### config.mk
export PLATFORM = sky130hd
export DESIGN_NAME = dual_wheel_speed_pid
export DESIGN_NICKNAME = d
export VERILOG_FILES = /design/src/rtl/dwsp_pkg.sv /design/src/rtl/dwsp_serial_mac.sv /design/src/rtl/dual_wheel_speed_pid.sv
export SDC_FILE = /design/constraint.sdc
export NUM_CORES = 1
export LEC_CHECK = 0
export BUFFER_PORTS_ARGS = -buffer_cell sky130_fd_sc_hd__clkbuf_2
export CORE_ASPECT_RATIO = 1.25
export CORE_MARGIN = 1.5
export CORE_UTILIZATION = 58
export DETAILED_ROUTE_END_ITERATION = 16
export PLACE_DENSITY = 0.78
export SYNTH_ARGS = -nofsm -noshare
export SYNTH_HDL_FRONTEND = slang
export SYNTH_SLANG_ARGS = --single-unit
### constraint.sdc
create_clock -name clk -period 9.4 [get_ports clk]
set_input_delay 2.35 -clock clk [delete_from_list [all_inputs] [get_ports clk]]
set_output_delay 2.35 -clock clk [all_outputs]
set_load 0.01 [all_outputs]
### src/rtl/dwsp_pkg.sv
// ----------------------------------------------------------------------------
// dwsp_pkg: shared constants for the dual wheel speed controller
// Register indexes, reset values, widths and limits.
// ----------------------------------------------------------------------------
package dwsp_pkg;

  localparam int LEFT_INIT_DUTY  = 500;
  localparam int RIGHT_INIT_DUTY = 450;
  localparam int SUM_LIMIT       = 50;
  localparam int SPEED_BITS      = 16;

  localparam int DUTY_W  = 10;
  localparam int GAIN_W  = 10;
  localparam int REG_W   = 16;
  localparam int IDX_W   = 3;
  localparam int PULSE_W = 16;
  localparam int DUTY_MAX = 1000;
  localparam int DUTY_SCALE = 20000;

  localparam logic [IDX_W-1:0] REG_TARGET   = 3'd0;
  localparam logic [IDX_W-1:0] REG_LEFT_KP  = 3'd1;
  localparam logic [IDX_W-1:0] REG_LEFT_KI  = 3'd2;
  localparam logic [IDX_W-1:0] REG_LEFT_KD  = 3'd3;
  localparam logic [IDX_W-1:0] REG_RIGHT_KP = 3'd4;
  localparam logic [IDX_W-1:0] REG_RIGHT_KI = 3'd5;
  localparam logic [IDX_W-1:0] REG_RIGHT_KD = 3'd6;
  localparam logic [IDX_W-1:0] REG_PERIOD   = 3'd7;

endpackage

### src/rtl/dwsp_serial_mac.sv
// ----------------------------------------------------------------------------
// dwsp_serial_mac: bit-serial multiply-accumulate
// Adds a * b to an accumulator, one multiplier bit per cycle (shift and add).
// ----------------------------------------------------------------------------
module dwsp_serial_mac #(
  parameter int AW = 48,
  parameter int BW = 16
) (
  input  logic                 clk,
  input  logic                 rst_n,
  input  logic                 start,
  input  logic signed [AW-1:0] a,
  input  logic        [BW-1:0] b,
  input  logic signed [AW-1:0] acc_in,
  output logic                 done,
  output logic signed [AW-1:0] acc_out
);
  import dwsp_pkg::*;

  localparam int CW = $clog2(BW + 1);

  logic signed [AW-1:0] a_r, acc_r;
  logic        [BW-1:0] b_r;
  logic        [CW-1:0] cnt_r;
  logic                 busy_r, done_r;

  always_ff @(posedge clk) begin
    if (!rst_n) begin
      busy_r <= 1'b0;
      done_r <= 1'b0;
      cnt_r  <= '0;
    end else begin
      done_r <= 1'b0;
      if (start) begin
        busy_r <= 1'b1;
        cnt_r  <= '0;
        a_r    <= a;
        b_r    <= b;
        acc_r  <= acc_in;
      end else if (busy_r) begin
        if (b_r[0]) acc_r <= acc_r + a_r;
        a_r   <= a_r <<< 1;
        b_r   <= b_r >> 1;
        cnt_r <= cnt_r + 1'b1;
        if (cnt_r == CW'(BW - 1)) begin
          busy_r <= 1'b0;
          done_r <= 1'b1;
        end
      end
    end
  end

  assign done    = done_r;
  assign acc_out = acc_r;

endmodule

### src/rtl/dual_wheel_speed_pid.sv
// ----------------------------------------------------------------------------
// dual_wheel_speed_pid: two-wheel incremental pid speed loop
// Per control period updates each enabled wheel's duty and reports pulses.
// ----------------------------------------------------------------------------
// usage:
//   in_ word: both measured speeds, per-wheel enables and a reload flag.
//   out_ word: the pulse width and duty of both wheels after the update.
//   cfg_ channel writes target, gains and pwm period, only while idle.
// one word is processed at a time through a single bit-serial mac:
//   for each enabled wheel three products (kp, ki, kd terms, 17 bits each),
//   one restoring division by 20000 (1 bit per cycle), and for each wheel
//   one pulse product plus division by 1000.
// the result sits in an output register; in_tready is low until it is
// taken, so a stalled receiver stalls the input side.
// reset: gains, target and period take their defaults, error history and
// sums clear, duties load the initial values.
// ----------------------------------------------------------------------------
module dual_wheel_speed_pid #(
  parameter int LEFT_INIT  = dwsp_pkg::LEFT_INIT_DUTY,
  parameter int RIGHT_INIT = dwsp_pkg::RIGHT_INIT_DUTY,
  parameter int SUM_LIM    = dwsp_pkg::SUM_LIMIT,
  parameter int SPEED_W    = dwsp_pkg::SPEED_BITS
) (
  input  logic                    clk,
  input  logic                    rst_n,
  input  logic                    in_tvalid,
  output logic                    in_tready,
  // left_speed, right_speed
  input  logic [2*SPEED_W-1:0]    in_tdata,
  // left_enable, right_enable, reload
  input  logic [2:0]              in_tuser,
  output logic                    out_tvalid,
  input  logic                    out_tready,
  // left_pulse, right_pulse, left_duty, right_duty, zero fill
  output logic [55:0]             out_tdata,
  input  logic                    cfg_valid,
  output logic                    cfg_ready,
  input  logic [dwsp_pkg::IDX_W-1:0] cfg_index,
  input  logic [dwsp_pkg::REG_W-1:0] cfg_data
);
  import dwsp_pkg::*;

  localparam int EW = (SPEED_W > REG_W ? SPEED_W : REG_W) + 1;
  localparam int AW = EW + 30;
  localparam int SW = $clog2(SUM_LIM + 1) + 2;
  localparam int DCW = $clog2(AW + 1);

  typedef enum logic [3:0] {
    S_IDLE, S_ERR, S_MP, S_MI, S_MD, S_WAIT, S_DIV, S_FIN, S_PUL, S_PDIV, S_OUT
  } state_t;

  state_t state_r;
  logic [REG_W-1:0] target_r, period_r;
  logic [GAIN_W-1:0] kp_r [2], ki_r [2], kd_r [2];
  logic signed [EW-1:0] prev_r [2], prev2_r [2];
  logic signed [SW-1:0] sum_r [2];
  logic [DUTY_W-1:0] duty_r [2];
  logic [SPEED_W-1:0] spd_r [2];
  logic [1:0] en_r;
  logic wh_r;
  logic signed [EW-1:0] e_r;
  logic [1:0] step_r;
  logic [PULSE_W-1:0] pulse_r [2];
  logic [55:0] odata_r;
  logic ovalid_r;

  // divider
  logic [AW-1:0] dq_r, drem_r;
  logic [DCW-1:0] dcnt_r;
  logic dneg_r;

  // mac
  logic mac_start;
  logic signed [AW-1:0] mac_a, mac_acc_in, mac_out;
  logic [EW-1:0] mac_b;
  logic mac_done;

  dwsp_serial_mac #(.AW(AW), .BW(EW)) u_mac (
    .clk(clk), .rst_n(rst_n), .start(mac_start), .a(mac_a), .b(mac_b),
    .acc_in(mac_acc_in), .done(mac_done), .acc_out(mac_out)
  );

  logic signed [EW:0] d1, d2;
  logic signed [EW+2:0] dsum;
  logic signed [AW-1:0] tot_s;
  logic [AW-1:0] tot_mag, rem_sh;
  logic signed [EW:0] sum_nx;
  logic [AW-1:0] qtmp;

  always_comb begin
    d1   = (EW+1)'(e_r) - (EW+1)'(prev_r[wh_r]);
    d2   = (EW+1)'(e_r) - (EW+1)'(prev2_r[wh_r]);
    dsum = (EW+3)'(d1) + ((EW+3)'(d2) <<< 1);
    tot_s = mac_out;
    tot_mag = tot_s[AW-1] ? AW'(-tot_s) : AW'(tot_s);
    rem_sh = {drem_r[AW-2:0], dq_r[AW-1]};
    sum_nx = (EW+1)'(sum_r[wh_r]) + (EW+1)'(e_r);
    qtmp = dq_r;
  end

  always_comb begin
    mac_start  = 1'b0;
    mac_a      = '0;
    mac_b      = '0;
    mac_acc_in = '0;
    case (state_r)
      S_ERR: begin
        mac_start  = 1'b1;
        mac_a      = AW'(20) * (e_r[EW-1] ? -AW'(e_r) : AW'(e_r));
        mac_b      = EW'(kp_r[wh_r]);
        mac_acc_in = AW'(DUTY_SCALE) * AW'(duty_r[wh_r]);
        if (e_r[EW-1]) mac_a = -mac_a;
      end
      S_MP: if (mac_done) begin
        mac_start  = 1'b1;
        mac_a      = AW'(sum_r[wh_r]);
        mac_b      = EW'(ki_r[wh_r]);
        mac_acc_in = mac_out;
      end
      S_MI: if (mac_done) begin
        mac_start  = 1'b1;
        mac_a      = AW'(dsum) * AW'(400);
        mac_b      = EW'(kd_r[wh_r]);
        mac_acc_in = mac_out;
      end
      S_PUL: begin
        mac_start  = 1'b1;
        mac_a      = AW'(duty_r[wh_r]);
        mac_b      = EW'(period_r);
        mac_acc_in = '0;
      end
      default: ;
    endcase
  end

  always_ff @(posedge clk) begin
    if (!rst_n) begin
      state_r  <= S_IDLE;
      target_r <= REG_W'(200);
      kp_r[0] <= GAIN_W'(250); ki_r[0] <= GAIN_W'(20); kd_r[0] <= GAIN_W'(30);
      kp_r[1] <= GAIN_W'(230); ki_r[1] <= GAIN_W'(20); kd_r[1] <= GAIN_W'(30);
      period_r <= REG_W'(11362);
      for (int i = 0; i < 2; i++) begin
        prev_r[i] <= '0; prev2_r[i] <= '0; sum_r[i] <= '0;
      end
      duty_r[0] <= DUTY_W'(LEFT_INIT);
      duty_r[1] <= DUTY_W'(RIGHT_INIT);
      ovalid_r <= 1'b0;
      wh_r <= 1'b0;
      step_r <= 2'd0;
    end else begin
      if (ovalid_r && out_tready) ovalid_r <= 1'b0;
      if (cfg_valid && state_r == S_IDLE) begin
        case (cfg_index)
          REG_TARGET:   target_r <= cfg_data;
          REG_LEFT_KP:  kp_r[0] <= cfg_data[GAIN_W-1:0];
          REG_LEFT_KI:  ki_r[0] <= cfg_data[GAIN_W-1:0];
          REG_LEFT_KD:  kd_r[0] <= cfg_data[GAIN_W-1:0];
          REG_RIGHT_KP: kp_r[1] <= cfg_data[GAIN_W-1:0];
          REG_RIGHT_KI: ki_r[1] <= cfg_data[GAIN_W-1:0];
          REG_RIGHT_KD: kd_r[1] <= cfg_data[GAIN_W-1:0];
          REG_PERIOD:   period_r <= cfg_data;
          default: ;
        endcase
      end
      case (state_r)
        S_IDLE: if (in_tvalid && in_tready) begin
          spd_r[0] <= in_tdata[SPEED_W-1:0];
          spd_r[1] <= in_tdata[2*SPEED_W-1:SPEED_W];
          en_r     <= in_tuser[1:0];
          if (in_tuser[2]) begin
            duty_r[0] <= DUTY_W'(LEFT_INIT);
            duty_r[1] <= DUTY_W'(RIGHT_INIT);
          end
          wh_r    <= 1'b0;
          state_r <= S_WAIT;
        end
        S_WAIT: begin
          // pick the next enabled wheel or go to pulse scaling
          if (en_r[wh_r]) begin
            e_r <= EW'(target_r) - EW'(spd_r[wh_r]);
            state_r <= S_ERR;
          end else if (!wh_r) begin
            wh_r <= 1'b1;
          end else begin
            wh_r <= 1'b0;
            state_r <= S_PUL;
          end
        end
        S_ERR: begin
          step_r  <= 2'd0;
          state_r <= S_MP;
        end
        S_MP: if (mac_done) state_r <= S_MI;
        S_MI: if (mac_done) state_r <= S_MD;
        S_MD: if (mac_done) begin
          drem_r <= '0;
          dcnt_r <= '0;
          if (step_r == 2'd0) begin
            dneg_r  <= tot_s[AW-1];
            dq_r    <= tot_mag;
            state_r <= S_DIV;
          end else begin
            dq_r    <= mac_out;
            state_r <= S_PDIV;
          end
        end
        S_DIV, S_PDIV: begin
          // restoring division, one quotient bit per cycle
          if (rem_sh >= AW'(state_r == S_DIV ? DUTY_SCALE : DUTY_MAX)) begin
            drem_r <= rem_sh - AW'(state_r == S_DIV ? DUTY_SCALE : DUTY_MAX);
            dq_r   <= {dq_r[AW-2:0], 1'b1};
          end else begin
            drem_r <= rem_sh;
            dq_r   <= {dq_r[AW-2:0], 1'b0};
          end
          dcnt_r <= dcnt_r + 1'b1;
          if (dcnt_r == DCW'(AW - 1))
            state_r <= (state_r == S_DIV) ? S_FIN : S_OUT;
        end
        S_FIN: begin
          if (dneg_r && qtmp != '0) duty_r[wh_r] <= '0;
          else if (qtmp > AW'(DUTY_MAX)) duty_r[wh_r] <= DUTY_W'(DUTY_MAX);
          else duty_r[wh_r] <= qtmp[DUTY_W-1:0];
          prev2_r[wh_r] <= prev_r[wh_r];
          prev_r[wh_r]  <= e_r;
          if (sum_nx > (EW+1)'(SUM_LIM)) sum_r[wh_r] <= SW'(SUM_LIM);
          else if (sum_nx < -(EW+1)'(SUM_LIM)) sum_r[wh_r] <= -SW'(SUM_LIM);
          else sum_r[wh_r] <= sum_nx[SW-1:0];
          en_r[wh_r] <= 1'b0;
          state_r <= S_WAIT;
        end
        S_PUL: begin
          step_r <= 2'd1;
          state_r <= S_MD;
        end
        default: ;
      endcase
      if (state_r == S_OUT) begin
        pulse_r[wh_r] <= dq_r[PULSE_W-1:0];
        if (!wh_r) begin
          wh_r <= 1'b1;
          state_r <= S_PUL;
        end else begin
          odata_r <= {4'd0, duty_r[1], duty_r[0], dq_r[PULSE_W-1:0], pulse_r[0]};
          ovalid_r <= 1'b1;
          wh_r <= 1'b0;
          state_r <= S_IDLE;
        end
      end
    end
  end

  assign in_tready  = (state_r == S_IDLE) && !ovalid_r;
  assign cfg_ready  = (state_r == S_IDLE);
  assign out_tvalid = ovalid_r;
  assign out_tdata  = odata_r;

endmodule

==> impl_metrics.csv <==
group,metric,value,unit
routing,drt-initial-drc-count,1800,
clock_tree,hold_buffers,0,
clock_tree,cts_resized,0,
setup_path,end_kind,"register",
global_routing,grt_use_total,26.2,%
timing,worst_pin_slew,1.17,ns
clock_tree,clock-root-buffer,"clkbuf_16",
global_routing,grtUsageMet3,2.99,%
synth,synth-edff-count,493,
timing,rsz0062_at_grt,"false",
routing,wl_per_cell,18.4,um
setup_path,crit_path_frequent_cell,"inv_1",
pwr,seqPwrFrac,24.3,%
global_routing,met1_usage,30.9,%
clock_tree,insertion_delay,0.65,ns
synth,yosysTopAreaCell,"edfxtp_1",
routing,viasPerCell,6.01,
timing,setup_viol,0,
routing,drtPass1Iterations,5,
routing,drc_errors,0,
setup_path,reg2reg_slack,0.55,ns
place,port_buffers,113,
synth,synthArstFlopShare,0,%
place,place_congestion,0.938,
global_routing,grt_max_degree,111,
finish,antenna_cells,0,
setup_path,cp-start-kind,"register",
pwr,power_frac_comb,58.5,%
pwr,power.switching,5.47,mW
job,maxCapViolations,0,
global_routing,grt_pass1_vias,28400,
setup_path,worstSetupPathType,"register to register",
pwr,vdd_drop_max,0.449,mV
finish,final_area,0.0412,mm2
global_routing,busiest_layer,"met2",
timing,hold_violations,0,
timing,clock_skew,0.0420,ns
die,die_y,288,um
pwr,p_per_area,316,mW/mm2
timing,fin_ws,0.553,ns
synth,yosys.cell_count.top_type,"edfxtp_1",
setup_path,crit_fanout,12,
place,dp_slack,0.544,ns
finish,finalNetCount,4357,
die,ios,118,
clock_tree,postCtsSetupBuffers,0,
setup_path,slowest_delay,0.53,ns
run_status,status,"finished, final reports clean",
timing,fmax,0.113,GHz
place,dpl_cell_area,0.0393,mm2
global_routing,grtUsageMet2,47.7,%
synth,netlist.area_leader.share,39.2,%
synth,synthFlopType,"edfxtp_1",
routing,wl,88200,um
routing,vias,28900,
clock_tree,cts_buffers,54,
synth,ys_ff_latch,540,
synth,synth_area_leaders,"edfxtp_1 39%, ha_1 11%, nor2_1 4.2%",
finish,layout-drive-gt1-share,8.37,%
pwr,power.clock.fraction,17.2,%
die,row_count,104,
timing,fin_tns_setup,0,ns
synth,ys_seq_area_share,41.7,%
synth,synthCells,3798,
global_routing,overflow,0,
timing,slew_viol_final,0,
finish,post-route-util,63.9,%
clock_tree,cts_tree,"done",
die,dieArea,0.0666,mm2
synth,synth.distinct_cells,102,
pwr,internal-power,7.54,mW
die,die_w,231,um
global_routing,antenna_found_initial,0,
synth,netlist_area,0.0378,mm2
setup_path,worstPathArrival,9.22,ns
synth,synth_common_cells,"493 x edfxtp_1, 425 x nor2_1, 332 x ha_1",
die,start_util,58.6,%
clock_tree,path_clk_slew,0.06,ns
setup_path,crit_required,9.77,ns
clock_tree,cts.sinks,540,
timing,slew_headroom,21.9,%
synth,ys_warn_count,0,
routing,antenna_left,0,
clock_tree,clockBufferDepth,3,
setup_path,slowest_stage,"fa_1",
hold_path,hold_class,"register to register",
clock_tree,cts_max_level,2,
die,coreArea,0.0644,mm2
pwr,leakage,16.2,nW
finish,area_growth,9.02,%
global_routing,grt_pass1_wl,141000,um
pwr,sw_frac_of_total,42.1,%
timing,period_minus_slack,8.85,ns
synth,avgSynthCellArea,9.94,um2
place,dp_hpwl,66500,um
timing,fin_crit_sh,94.1,%
==> critical path: cells and delay by family, from the launching register on <==
kind                     cells  cell delay, ns
adder cells (fa/ha/maj)      7            2.50
AO/OA/AOI/OAI               17            4.08
AND/OR/NAND/NOR              5            0.55
buffers and inverters        6            0.92
flip-flops                   1            0.39
XOR/XNOR                     1            0.15
==> routing by layer <==
metal	part of all wire, %	up-vias	wire length, um
met1	40	13700	35700
met3	4.9	174	4320
li1	-	14100	-
met2	51	882	44600
met5	0	-	0
met4	4.0	0	3540
==> flip-flops by register name, indices dropped and copies added, names as in the netlist, 17 cells and up, named ones only <==
signal / count
drem_r: 46
dq_r: 47
kd_r: 20
duty_r: 20
u_mac.a_r: 47
e_r: 17
u_mac.acc_out: 47
spd_r: 32
kp_r: 20
prev_r: 34
prev2_r: 34
ki_r: 20
out_tdata: 52
==> final cells by class <==
type | instances | area, um2
fill | 5109 | 23300
multi-input combinational | 2932 | 20800
sequential | 540 | 15700
clock buffer | 69 | 1480
tap | 848 | 1060
inverter | 232 | 871
timing repair buffer | 148 | 828
clock inverter | 33 | 378
==> path summary, 6_finish.rpt <==
check,startpoint,to,cells after the start
setup / recovery,e_r[0],u_mac.a_r[37],36
hold / removal,pulse_r[0][2],out_tdata[2],0
setup reg to reg,e_r[0],u_mac.a_r[37],36
hold reg to reg,pulse_r[0][2],out_tdata[2],0
==> cell usage in the layout (no fill, tap or decap), types with 38 or more instances in the layout <==
cell / count
xnor2_1: 161
nand3_1: 71
clkbuf_2: 113
inv_1: 231
nor2_1: 424
nand2_1: 283
a221oi_1: 42
conb_1: 55
a21oi_1: 263
ha_1: 332
a21o_1: 73
mux2i_1: 73
edfxtp_1: 493
clkbuf_16: 54
xor2_1: 98
nor4_1: 38
or3_1: 45
o21ai_0: 127
and2_1: 54
dfxtp_1: 46
nor3_1: 79
fa_1: 58
a211oi_1: 40
==> power by group through the flow <==
| stage | Sequential, mW | Clock, mW | Combinational [mW] |
|---|---|---|---|
| after floorplan | 3.13 | 0 | 6.04 |
| after global placement | 3.20 | 0 | 7.39 |
| after detailed placement | 3.21 | 0 | 7.44 |
| after CTS | 3.16 | 2.27 | 7.54 |
| after global routing | 3.18 | 2.35 | 8.60 |
| final | 3.16 | 2.24 | 7.62 |
==> stage by stage <==
| stage | cells | hold WS, ns | total power, mW |
|---|---|---|---|
| after floorplan | 3852 | 0.400 | 9.17 |
| after global placement | 4700 | 0.401 | 10.6 |
| after CTS | 4802 | 0.419 | 13.0 |
| final | 4802 | 0.414 | 13.0 |
| after global routing | 4802 | 0.416 | 14.1 |
| after detailed placement | 4700 | 0.405 | 10.6 |
==> logic make-up (layout without fill, tap and decap cells) <==
group / Yosys count / in the layout / synth area share (%)
adder cells (fa/ha/maj): 390 / 390 / 14.1
multiplexers: 102 / 102 / 2.80
flip-flops: 540 / 540 / 41.7
other: 1 / 55 / 0.00993
AND/OR/NAND/NOR: 1233 / 1233 / 15.8
buffers and inverters: 380 / 482 / 3.91
AO/OA/AOI/OAI: 893 / 893 / 15.7
XOR/XNOR: 259 / 259 / 6.01
No activity file was read; power rests on OpenSTA's default activity.
